<file path="src/rtl/assert_macros.svh">
// ----------------------------------------------------------------------------
// assertion macros
// shared concurrent assertion helpers for the rtl folder
// ----------------------------------------------------------------------------
`ifndef ASSERT_MACROS_SVH
`define ASSERT_MACROS_SVH

// checked on every rising clock edge while out of reset
`define ASSERT_CLK(label, clk, rst_n, prop, msg) \
    label: assert property (@(posedge clk) disable iff (!rst_n) prop) else $error(msg);

// implication checked on the next clock edge
`define ASSERT_NEXT(label, clk, rst_n, ante, cons, msg) \
    label: assert property (@(posedge clk) disable iff (!rst_n) (ante) |=> (cons)) \
        else $error(msg);

`endif

</file>
<file path="src/rtl/xsr_pkg.sv">
// ----------------------------------------------------------------------------
// xsr_pkg
// types and constants for the ranged xorshift32 random source
// ----------------------------------------------------------------------------
package xsr_pkg;

    localparam int unsigned WORD_W = 32;

    // xorshift triple
    localparam int unsigned XS_SHIFT_A = 13;
    localparam int unsigned XS_SHIFT_B = 17;
    localparam int unsigned XS_SHIFT_C = 5;

    localparam logic [WORD_W-1:0] XSR_RESET_WORD = 32'd1;

    typedef enum logic [1:0] {
        CMD_SEED   = 2'd0,
        CMD_NEXT32 = 2'd1,
        CMD_NEXT16 = 2'd2,
        CMD_NEXT8  = 2'd3
    } t_cmd;

    typedef enum logic {
        STATUS_OK          = 1'b0,
        STATUS_SEED_REJECT = 1'b1
    } t_status;

    typedef struct packed {
        t_cmd              command;
        logic [WORD_W-1:0] range;
        logic [WORD_W-1:0] seed_value;
        logic [WORD_W-1:0] entropy_word;
    } t_req;

    typedef struct packed {
        logic [WORD_W-1:0] value;
        logic              status;
    } t_rsp;

endpackage

</file>
<file path="src/rtl/xsr_core.sv">
// ----------------------------------------------------------------------------
// xsr_core
// combinational datapath: xorshift advance, seeding and range scaling
// ----------------------------------------------------------------------------
module xsr_core (
    input  logic [xsr_pkg::WORD_W-1:0] i_word,
    input  xsr_pkg::t_req              i_req,
    output logic [xsr_pkg::WORD_W-1:0] o_next_word,
    output xsr_pkg::t_rsp              o_rsp
);
    import xsr_pkg::*;

    logic [WORD_W-1:0]   x1;
    logic [WORD_W-1:0]   x2;
    logic [WORD_W-1:0]   x3;
    logic [WORD_W-1:0]   mul_a;
    logic [WORD_W-1:0]   mul_b;
    logic [2*WORD_W-1:0] product;
    logic [WORD_W-1:0]   raw_value;
    logic                range_zero;
    logic                seed_zero;
    logic                entropy_zero;

    // xorshift advance
    assign x1 = i_word ^ (i_word << XS_SHIFT_A);
    assign x2 = x1 ^ (x1 >> XS_SHIFT_B);
    assign x3 = x2 ^ (x2 << XS_SHIFT_C);

    assign seed_zero    = (i_req.seed_value == '0);
    assign entropy_zero = (i_req.entropy_word == '0);

    // one shared multiplier; the byte case is moved to the top so that
    // the upper half of the product holds (w[7:0] * r[7:0]) >> 8
    always_comb begin
        mul_a      = x3;
        mul_b      = i_req.range;
        raw_value  = x3;
        range_zero = (i_req.range == '0);
        case (i_req.command)
            CMD_NEXT16: begin
                mul_b      = {16'd0, i_req.range[15:0]};
                raw_value  = {16'd0, x3[15:0]};
                range_zero = (i_req.range[15:0] == 16'd0);
            end
            CMD_NEXT8: begin
                mul_a      = {x3[7:0], 24'd0};
                mul_b      = {24'd0, i_req.range[7:0]};
                raw_value  = {24'd0, x3[7:0]};
                range_zero = (i_req.range[7:0] == 8'd0);
            end
            default: begin
            end
        endcase
    end

    assign product = (2*WORD_W)'(mul_a) * (2*WORD_W)'(mul_b);

    always_comb begin
        o_next_word  = x3;
        o_rsp.value  = range_zero ? raw_value : product[2*WORD_W-1:WORD_W];
        o_rsp.status = STATUS_OK;
        if (i_req.command == CMD_SEED) begin
            o_rsp.value = '0;
            if (!seed_zero) begin
                o_next_word = i_req.seed_value;
            end else if (!entropy_zero) begin
                o_next_word = i_req.entropy_word;
            end else begin
                o_next_word  = i_word;
                o_rsp.status = STATUS_SEED_REJECT;
            end
        end
    end

endmodule

</file>
<file path="src/rtl/xorshift32_ranged_random.sv">
// ----------------------------------------------------------------------------
// xorshift32_ranged_random
// ranged xorshift32 random source with a seed command
// requests come in on the req channel (valid/ready): a command, a range,
// a seed value and an entropy word; each request gives one response on the
// rsp channel (valid/ready) with a 32-bit value and a one-bit status.
// a request passes from the request register through the datapath into
// the response register, which drives the rsp channel; response valid
// rises as the request moves into the response register. throughput is
// one request per cycle while the receiver takes each response; the
// generator word is updated as a request moves into the response register,
// so the request behind it sees the new word when it moves in turn.
// reset (synchronous, active low) empties both stages and sets the word to 1.
// while the receiver stalls the response holds, the request register keeps
// one more request, and then req ready drops until the response is taken.
// a seed with seed value and entropy both zero leaves the word unchanged
// and reports status 1.
// ----------------------------------------------------------------------------
`include "assert_macros.svh"

module xorshift32_ranged_random (
    input  logic          i_clk,
    input  logic          i_rst_n,
    input  logic          i_req_valid,
    output logic          o_req_ready,
    input  xsr_pkg::t_req i_req,
    output logic          o_rsp_valid,
    input  logic          i_rsp_ready,
    output xsr_pkg::t_rsp o_rsp
);
    import xsr_pkg::*;

    // request stage
    logic              r_in_valid;
    t_req              r_req;
    // response stage
    logic              r_out_valid;
    t_rsp              r_rsp;
    // generator state
    logic [WORD_W-1:0] r_word;

    logic [WORD_W-1:0] n_word;
    t_rsp              n_rsp;
    logic              move;
    logic              req_fire;

    // request moves into the response register when the slot is free
    assign move        = r_in_valid && (!r_out_valid || i_rsp_ready);
    assign o_req_ready = !r_in_valid || move;
    assign req_fire    = i_req_valid && o_req_ready;

    xsr_core u_core (
        .i_word      (r_word),
        .i_req       (r_req),
        .o_next_word (n_word),
        .o_rsp       (n_rsp)
    );

    // control and state
    always_ff @(posedge i_clk) begin
        if (!i_rst_n) begin
            r_in_valid  <= 1'b0;
            r_out_valid <= 1'b0;
            r_word      <= XSR_RESET_WORD;
        end else begin
            if (req_fire) begin
                r_in_valid <= 1'b1;
            end else if (move) begin
                r_in_valid <= 1'b0;
            end
            if (move) begin
                r_out_valid <= 1'b1;
                r_word      <= n_word;
            end else if (i_rsp_ready) begin
                r_out_valid <= 1'b0;
            end
        end
    end

    // payload registers
    always_ff @(posedge i_clk) begin
        if (req_fire) begin
            r_req <= i_req;
        end
        if (move) begin
            r_rsp <= n_rsp;
        end
    end

    assign o_rsp_valid = r_out_valid;
    assign o_rsp       = r_rsp;

    // zero is a fixed point of xorshift and must never be reached
    `ASSERT_CLK(a_word_nonzero, i_clk, i_rst_n, r_word != '0,
        "generator word is zero")

    // a refused seed reports the error and keeps the word
    `ASSERT_NEXT(a_seed_reject, i_clk, i_rst_n,
        move && r_req.command == CMD_SEED && r_req.seed_value == '0
            && r_req.entropy_word == '0,
        o_rsp.status == STATUS_SEED_REJECT && $stable(r_word),
        "refused seed not reported or word changed")

    // next commands always report ok
    `ASSERT_NEXT(a_next_status_ok, i_clk, i_rst_n,
        move && r_req.command != CMD_SEED,
        o_rsp.status == STATUS_OK,
        "next command reported an error")

    // a stalled response must not advance the generator
    `ASSERT_NEXT(a_stall_holds_word, i_clk, i_rst_n,
        r_out_valid && !i_rsp_ready,
        $stable(r_word),
        "generator advanced while response stalled")

endmodule
</file>
<file path="config.mk">
export PLATFORM = sky130hd
export DESIGN_NAME = xorshift32_ranged_random
export DESIGN_NICKNAME = d
export VERILOG_FILES = /design/src/rtl/xsr_pkg.sv /design/src/rtl/xsr_core.sv /design/src/rtl/xorshift32_ranged_random.sv
export VERILOG_INCLUDE_DIRS = /design/src /design/src/rtl
export SDC_FILE = /design/constraint.sdc
export NUM_CORES = 2
export LEC_CHECK = 0
export ABC_AREA = 1
export BUFFER_PORTS_ARGS = -buffer_cell sky130_fd_sc_hd__buf_2
export CAP_MARGIN = 5
export CORE_ASPECT_RATIO = 1.1
export CORE_MARGIN = 2
export CORE_UTILIZATION = 60
export DETAILED_ROUTE_END_ITERATION = 12
export GPL_ROUTABILITY_DRIVEN = 0
export PLACE_DENSITY_LB_ADDON = 0.2
export RECOVER_POWER = 25
export SLEW_MARGIN = 20
export SYNTH_ARGS = -nofsm -noshare
export SYNTH_HDL_FRONTEND = slang
export SYNTH_SLANG_ARGS = --single-unit
</file>
<file path="constraint.sdc">
create_clock -name i_clk -period 13.1 [get_ports i_clk]
set_input_delay 1.965 -clock i_clk [delete_from_list [all_inputs] [get_ports i_clk]]
set_output_delay 1.965 -clock i_clk [all_outputs]
set_load 0.01 [all_outputs]
</file>
### Yosys cells after proc, flatten, opt, wreduce, memory -nomap -nowiden

Index checks and enable logic that the tools add are counted.

* word-level logic and storage cells: 45
* register bits after elaboration: 165
* input bits: 102

* multiply operators: 1
* mux-type cells: 13
* bitwise logic cells: 3
* reduce and logical (&&, ||, !) cells: 16
* equality and inequality tests: 3

Operator list (number)
* 32-bit 2-to-1 mux: 5
* 32-bit case mux with 2 select lines: 2
* 32-bit zero test: 3
* 32-bit by 32-bit multiplier with 64-bit output: 1
* 32-bit bitwise XOR: 2
* 32-bit by 15-bit bitwise XOR with 32-bit output: 1
* 16-bit zero test: 1
* 8-bit zero test: 1
* 1-bit 2-to-1 mux: 5
* 2-bit equality test (second input constant): 2
* 2-bit AND reduction: 2
* 2-bit nonzero test: 2
* 3-bit inequality test (second input constant): 1
* 1-bit logical AND: 2
* 1-bit zero test: 2
* 2-bit zero test: 1
* 1-bit logical OR: 2
* 1-bit case mux with 2 select lines: 1

### Depth between registers and ports, before layout

* word-level depth: 6
* depth in mapped cells: 39

### Hierarchy

From an unflattened synthesis, not the netlist that was laid out.

* cells, all modules: 4932
* area total of the unflattened synthesis: 40986.8 um2

By module, submodules not included
* xsr_core: cells each 4580, sequential area each 0.0 um2, instances 1, area each 35471.5 um2
* xorshift32_ranged_random: cells each 352, sequential area each 4614.4 um2, instances 1, area each 5515.3 um2

### Worst setup path before layout

Ideal clock, no wire load.

* path kind: register -> register
* start point: register r_word[10]
* end point: register r_rsp, in the netlist o_rsp[23] (data pin)
* setup slack: 5578 ps
* library setup time: 273 ps
* cell stages (with the launch flop): 38
* data required time: 12827 ps
* period minus slack after synthesis: 7522 ps
* data arrival time: 7249 ps
* cell sequence: dfxtp_1 inv_1 or2_1 nand2_1 xor2_1 inv_1 nand2_1 nand2_1 inv_2 o21ai_1 inv_1 buf_2 nand2_1 fa_1 inv_1 fa_1 fa_1 inv_1 [... 2 more ...] fa_1 fa_1 fa_1 inv_1 fa_1 inv_1 ha_1 nand2_1 nand2_1 a31oi_1 o21ai_0 a21oi_1 inv_1 a21boi_0 nand2_1 or2_2 nand3_1 a21oi_1

* cells in the longest elaborated chain, start to end: 6

RTL lines
* from (decl): RTL line xorshift32_ranged_random.sv:40 `logic [WORD_W-1:0] r_word;`
* from (signal assigned): RTL line xorshift32_ranged_random.sv:73 `r_word <= n_word;`
* 32-bit bitwise XOR: RTL line xsr_core.sv:25 `assign x1 = i_word ^ (i_word << XS_SHIFT_A);`
* 32-bit by 15-bit bitwise XOR with 32-bit output: RTL line xsr_core.sv:26 `assign x2 = x1 ^ (x1 >> XS_SHIFT_B);`
* 32-bit bitwise XOR: RTL line xsr_core.sv:27 `assign x3 = x2 ^ (x2 << XS_SHIFT_C);`
* 32-bit 2-to-1 mux: RTL line xsr_core.sv:39 `case (i_req.command)`
* 32-bit by 32-bit multiplier with 64-bit output: RTL line xsr_core.sv:56 `assign product = (2*WORD_W)'(mul_a) * (2*WORD_W)'(mul_b);`
* 32-bit 2-to-1 mux: RTL line xsr_core.sv:60 `o_rsp.value = range_zero ? raw_value : product[2*WORD_W-1:WORD_W];`
* to (signal assigned): RTL line xorshift32_ranged_random.sv:86 `r_rsp <= n_rsp;`
* to (decl): RTL line xorshift32_ranged_random.sv:38 `t_rsp r_rsp;`

Every way passes these cells.
A chain may end at the register's enable or synchronous reset.

### Worst setup path after layout

* start point: register r_word[5]
* end point: register r_rsp, in the netlist o_rsp[31] (data pin)

The elaborated chain is that of the path after synthesis.

==> results by group <==
Setup path
  – Buffers & Inverters on Critical Path: 10
  – Setup CP Type: flip-flop to flip-flop
  – Kind of end point of the critical path: flip-flop
  – Reg2Reg Capture Point: o_rsp[31]
  – Crit path max fanout: 20
  – Cell family with the largest share of critical-path delay: adder cells
  – Required time worst endpoint: 13330 ps
  – Slowest cell on crit path: o21ai_1
  – Critical path's largest stage delay: 790 ps
  – Worst r2r path cells: 37
  – Type of origin of the critical path: flip-flop
  – Worst path most repeated cell: fa_1
  – Signal arrival time at the worst endpoint: 10430 ps
  – Setup slack of the worst register-to-register path: 2900 ps
  – R2r startpoint: r_word[5]

STA
  – Fin Hold WS: 491.9 ps
  – Final sum of negative setup slack: 0 ps
  – Count of final setup violators: 0
  – Setup skew after layout: 16.24 ps
  – Slew HR: 19.43%
  – RSZ-0062 raised after global routing: no
  – Final number of max-transition violations: 0
  – Final hold viol count: 0
  – Minimum period implied by the final worst setup slack: 10200 ps
  – Period Utilization, post-route: 77.88%
  – Upper clock frequency limit: 0.09801 GHz
  – Pin slew with the least headroom to its limit: 1207 ps

Clock network
  – Setup Buffers After CTS: 0
  – CTS clock-pin slew for the worst setup and hold paths: 80 ps
  – Post-cts sizing count: 0
  – Clock tree from TritonCTS: done
  – Total CTS buffers: 17
  – Buffers from clock root to sink, at most: 2
  – Clock latency on the worst-skew pair: 520 ps
  – Total of hold buffers inserted after clock tree synthesis: 0
  – Clock Sinks: 165
  – Cell chosen for the clock root: clkbuf_16
  – Total number of H-tree levels: 4

Yosys
  – Xor-xnor portion of the synthesized cell area: 1.140%
  – Largest family of logic cells by synthesized area: adder cells
  – Yosys warning total: 0
  – Number of flops mapped to enable cells by yosys: 131
  – Total standard cell area after synthesis: 40400 um2
  – Complex-gate fraction of the synthesized area: 5.033%
  – Synth Area per Inst: 8.444 um2
  – FFs w/ async S/R, synth: 0%
  – Adder-Cell Fraction of Synth Area: 52.40%
  – Cell type with the largest total area after synthesis: fa_1
  – Syn nets: 6041
  – Post-synthesis instance total: 4784
  – Distinct cells, synth: 59
  – Main flop type after synthesis: edfxtp_1
  – Share of the synthesized area in the top cell type: 44.35%
  – Flops & latches, synth: 165
  – Portion of netlist area occupied by mux cells: 0%
  – Post-Synth Simple-Gate Area: 17.29%
  – Area contributors post-synth: fa_1 (44%), inv_1 (11%), edfxtp_1 (9.7%), ha_1 (8.1%), nand2_1 (7.6%)
  – Portion of the post-synthesis area used by sequential elements: 11.42%

Global routing
  – Initial antenna violation count: 3
  – Overall routing resource usage: 42.54%
  – Pin count of the biggest net entering global routing: 67
  – First-pass GRT wire length: 213900 um
  – Vias in the first global route: 34950
  – Remaining global-route overflow: 0

Finish
  – Multi-input logic area: 30700 um2
  – Commonest non-fill, non-tap cell in the layout: inv_1
  – Fraction of layout cells with a size suffix above 1: 6.914%
  – Top library cells by usage in the layout, fill and taps aside: inv_1 (1132), fa_1 (895), nand2_1 (819), nor2_1 (725), ha_1 (260)
  – Final Net Count: 6089
  – Area delta synth->final: 5.287%
  – Total area of sequential cells: 4614 um2
  – Filler cell count: 5699

Die
  – Floorplan row count: 99
  – Effective utilization at floorplan: 60.73%
  – Die area: 69420 um2
  – Number of top-level pins: 137
  – Floorplan die width: 251.4 um
  – Total core area: 66520 um2
  – Vertical extent of the die: 276.1 um

Place
  – Port Buf Inserts: 136
  – Hpwl dp: 114000 um

Worst hold path
  – Worst min-delay path class: flip-flop to flip-flop
  – Startpoint of the worst hold path: r_word[22]
  – Number of cells on the worst hold path: 2
  – Hold endpoint: r_word[22]

Route
  – DR WL/cell: 25.02 um
  – Vias per cell: 5.982
  – Count of unresolved DRC violations after routing: 0
  – Count of antenna-violating nets left after detailed routing: 0
  – Vias after detailed routing: 34130
  – Routed wire length: 142800 um
  – Drt initial violations: 3806
  – First drt pass iteration count: 8

Job
  – Max-cap violation count: 0

Status
  – Result of the run: completed
how the worst max path moves through the flow:
| stage | start | end | slack [ps] | depth (start not counted) |
|---|---|---|---|---|
| 2_1_floorplan | r_word[10] | o_rsp[23] | 5580 | 37 |
| 4_1_cts | r_word[5] | o_rsp[21] | 3270 | 36 |
| 3_5_place_dp | r_word[5] | o_rsp[21] | 3300 | 36 |
| 5_1_grt | r_word[18] | o_rsp[23] | 2720 | 38 |
| 3_3_place_gp | r_word[6] | o_rsp[24] | 3540 | 34 |
| 6_report | r_word[5] | o_rsp[31] | 2900 | 37 |
logic make-up after synthesis:
| kind of cell | after synthesis |
|---|---|
| adder cells (fa/ha/maj) | 1155 |
| AO/OA/AOI/OAI | 347 |
| buffers and inverters | 1343 |
| AND/OR/NAND/NOR | 1733 |
| flip-flops | 165 |
| XOR/XNOR | 41 |
through the flow:
step	cell area (um2)	cells	setup WS, ps	util (%)
finish	42530	5706	2897	63.94
CTS	42530	5703	3274	63.93
floorplan	40400	4784	5578	-
global route	42530	5703	2718	63.93
global placement	41940	5671	3539	63.06
detailed placement	41940	5671	3302	63.06
cell usage after synthesis (3+ instances only):
master       n
a211oi_1     6
inv_1     1133
nand2_1    819
xor2_2       8
a21oi_1    159
dfxtp_1     34
nor4_1      15
o21ai_1     11
o31ai_1      3
or2_2        7
xnor2_2      3
o21a_1       3
nand2_2     17
edfxtp_1   131
ha_1       260
or2_1        7
nor3_1      27
a21boi_0     6
o21ai_2      5
inv_2       23
o21ai_0     67
a31oi_1     19
nor2_1     734
nand3_2      7
buf_2       37
nand3b_1    18
xnor2_1     10
o21bai_1    16
o211ai_1    26
fa_1       895
a21oi_2      3
clkinv_1    16
xor2_1      19
nand3_1     56
nand2_4      4
nand4_1     11
a21o_1      14
clkbuf_1   120
buf_4        8
layer usage:
layer  track usage, %  up-vias  share of wire, %
met4            32.07        4               9.9
li1                 -    14130                 -
met3            14.65      722                14
met1            51.53    16760                33
met2            62.87     2521                43
met5                0        -             0.022
state kept, by name, indices dropped and copies added (netlist names):
| signal | cells |
|---|---|
| r_word | 32 |
| r_in_valid | 1 |
| r_req | 98 |
| o_rsp_valid | 1 |
| o_rsp | 33 |
tightest hold or removal path, stage by stage (launching register included):
cell     delay, ps
dfxtp_1        330
nand2_1         70
a21oi_1         50
cell type report:
class | count | share of cell area, %
Multi-Input combinational cell | 3276 | 72.17
Sequential cell | 165 | 10.85
Inverter | 1175 | 10.40
Timing Repair Buffer | 197 | 2.677
Tap cell | 858 | 2.524
Clock buffer | 17 | 1.000
Clock inverter | 15 | 0.3677
Antenna cell | 3 | 0.01765
Power is not shown: default switching activity piles up to over one toggle a cycle in this logic, so the estimate is an artifact.
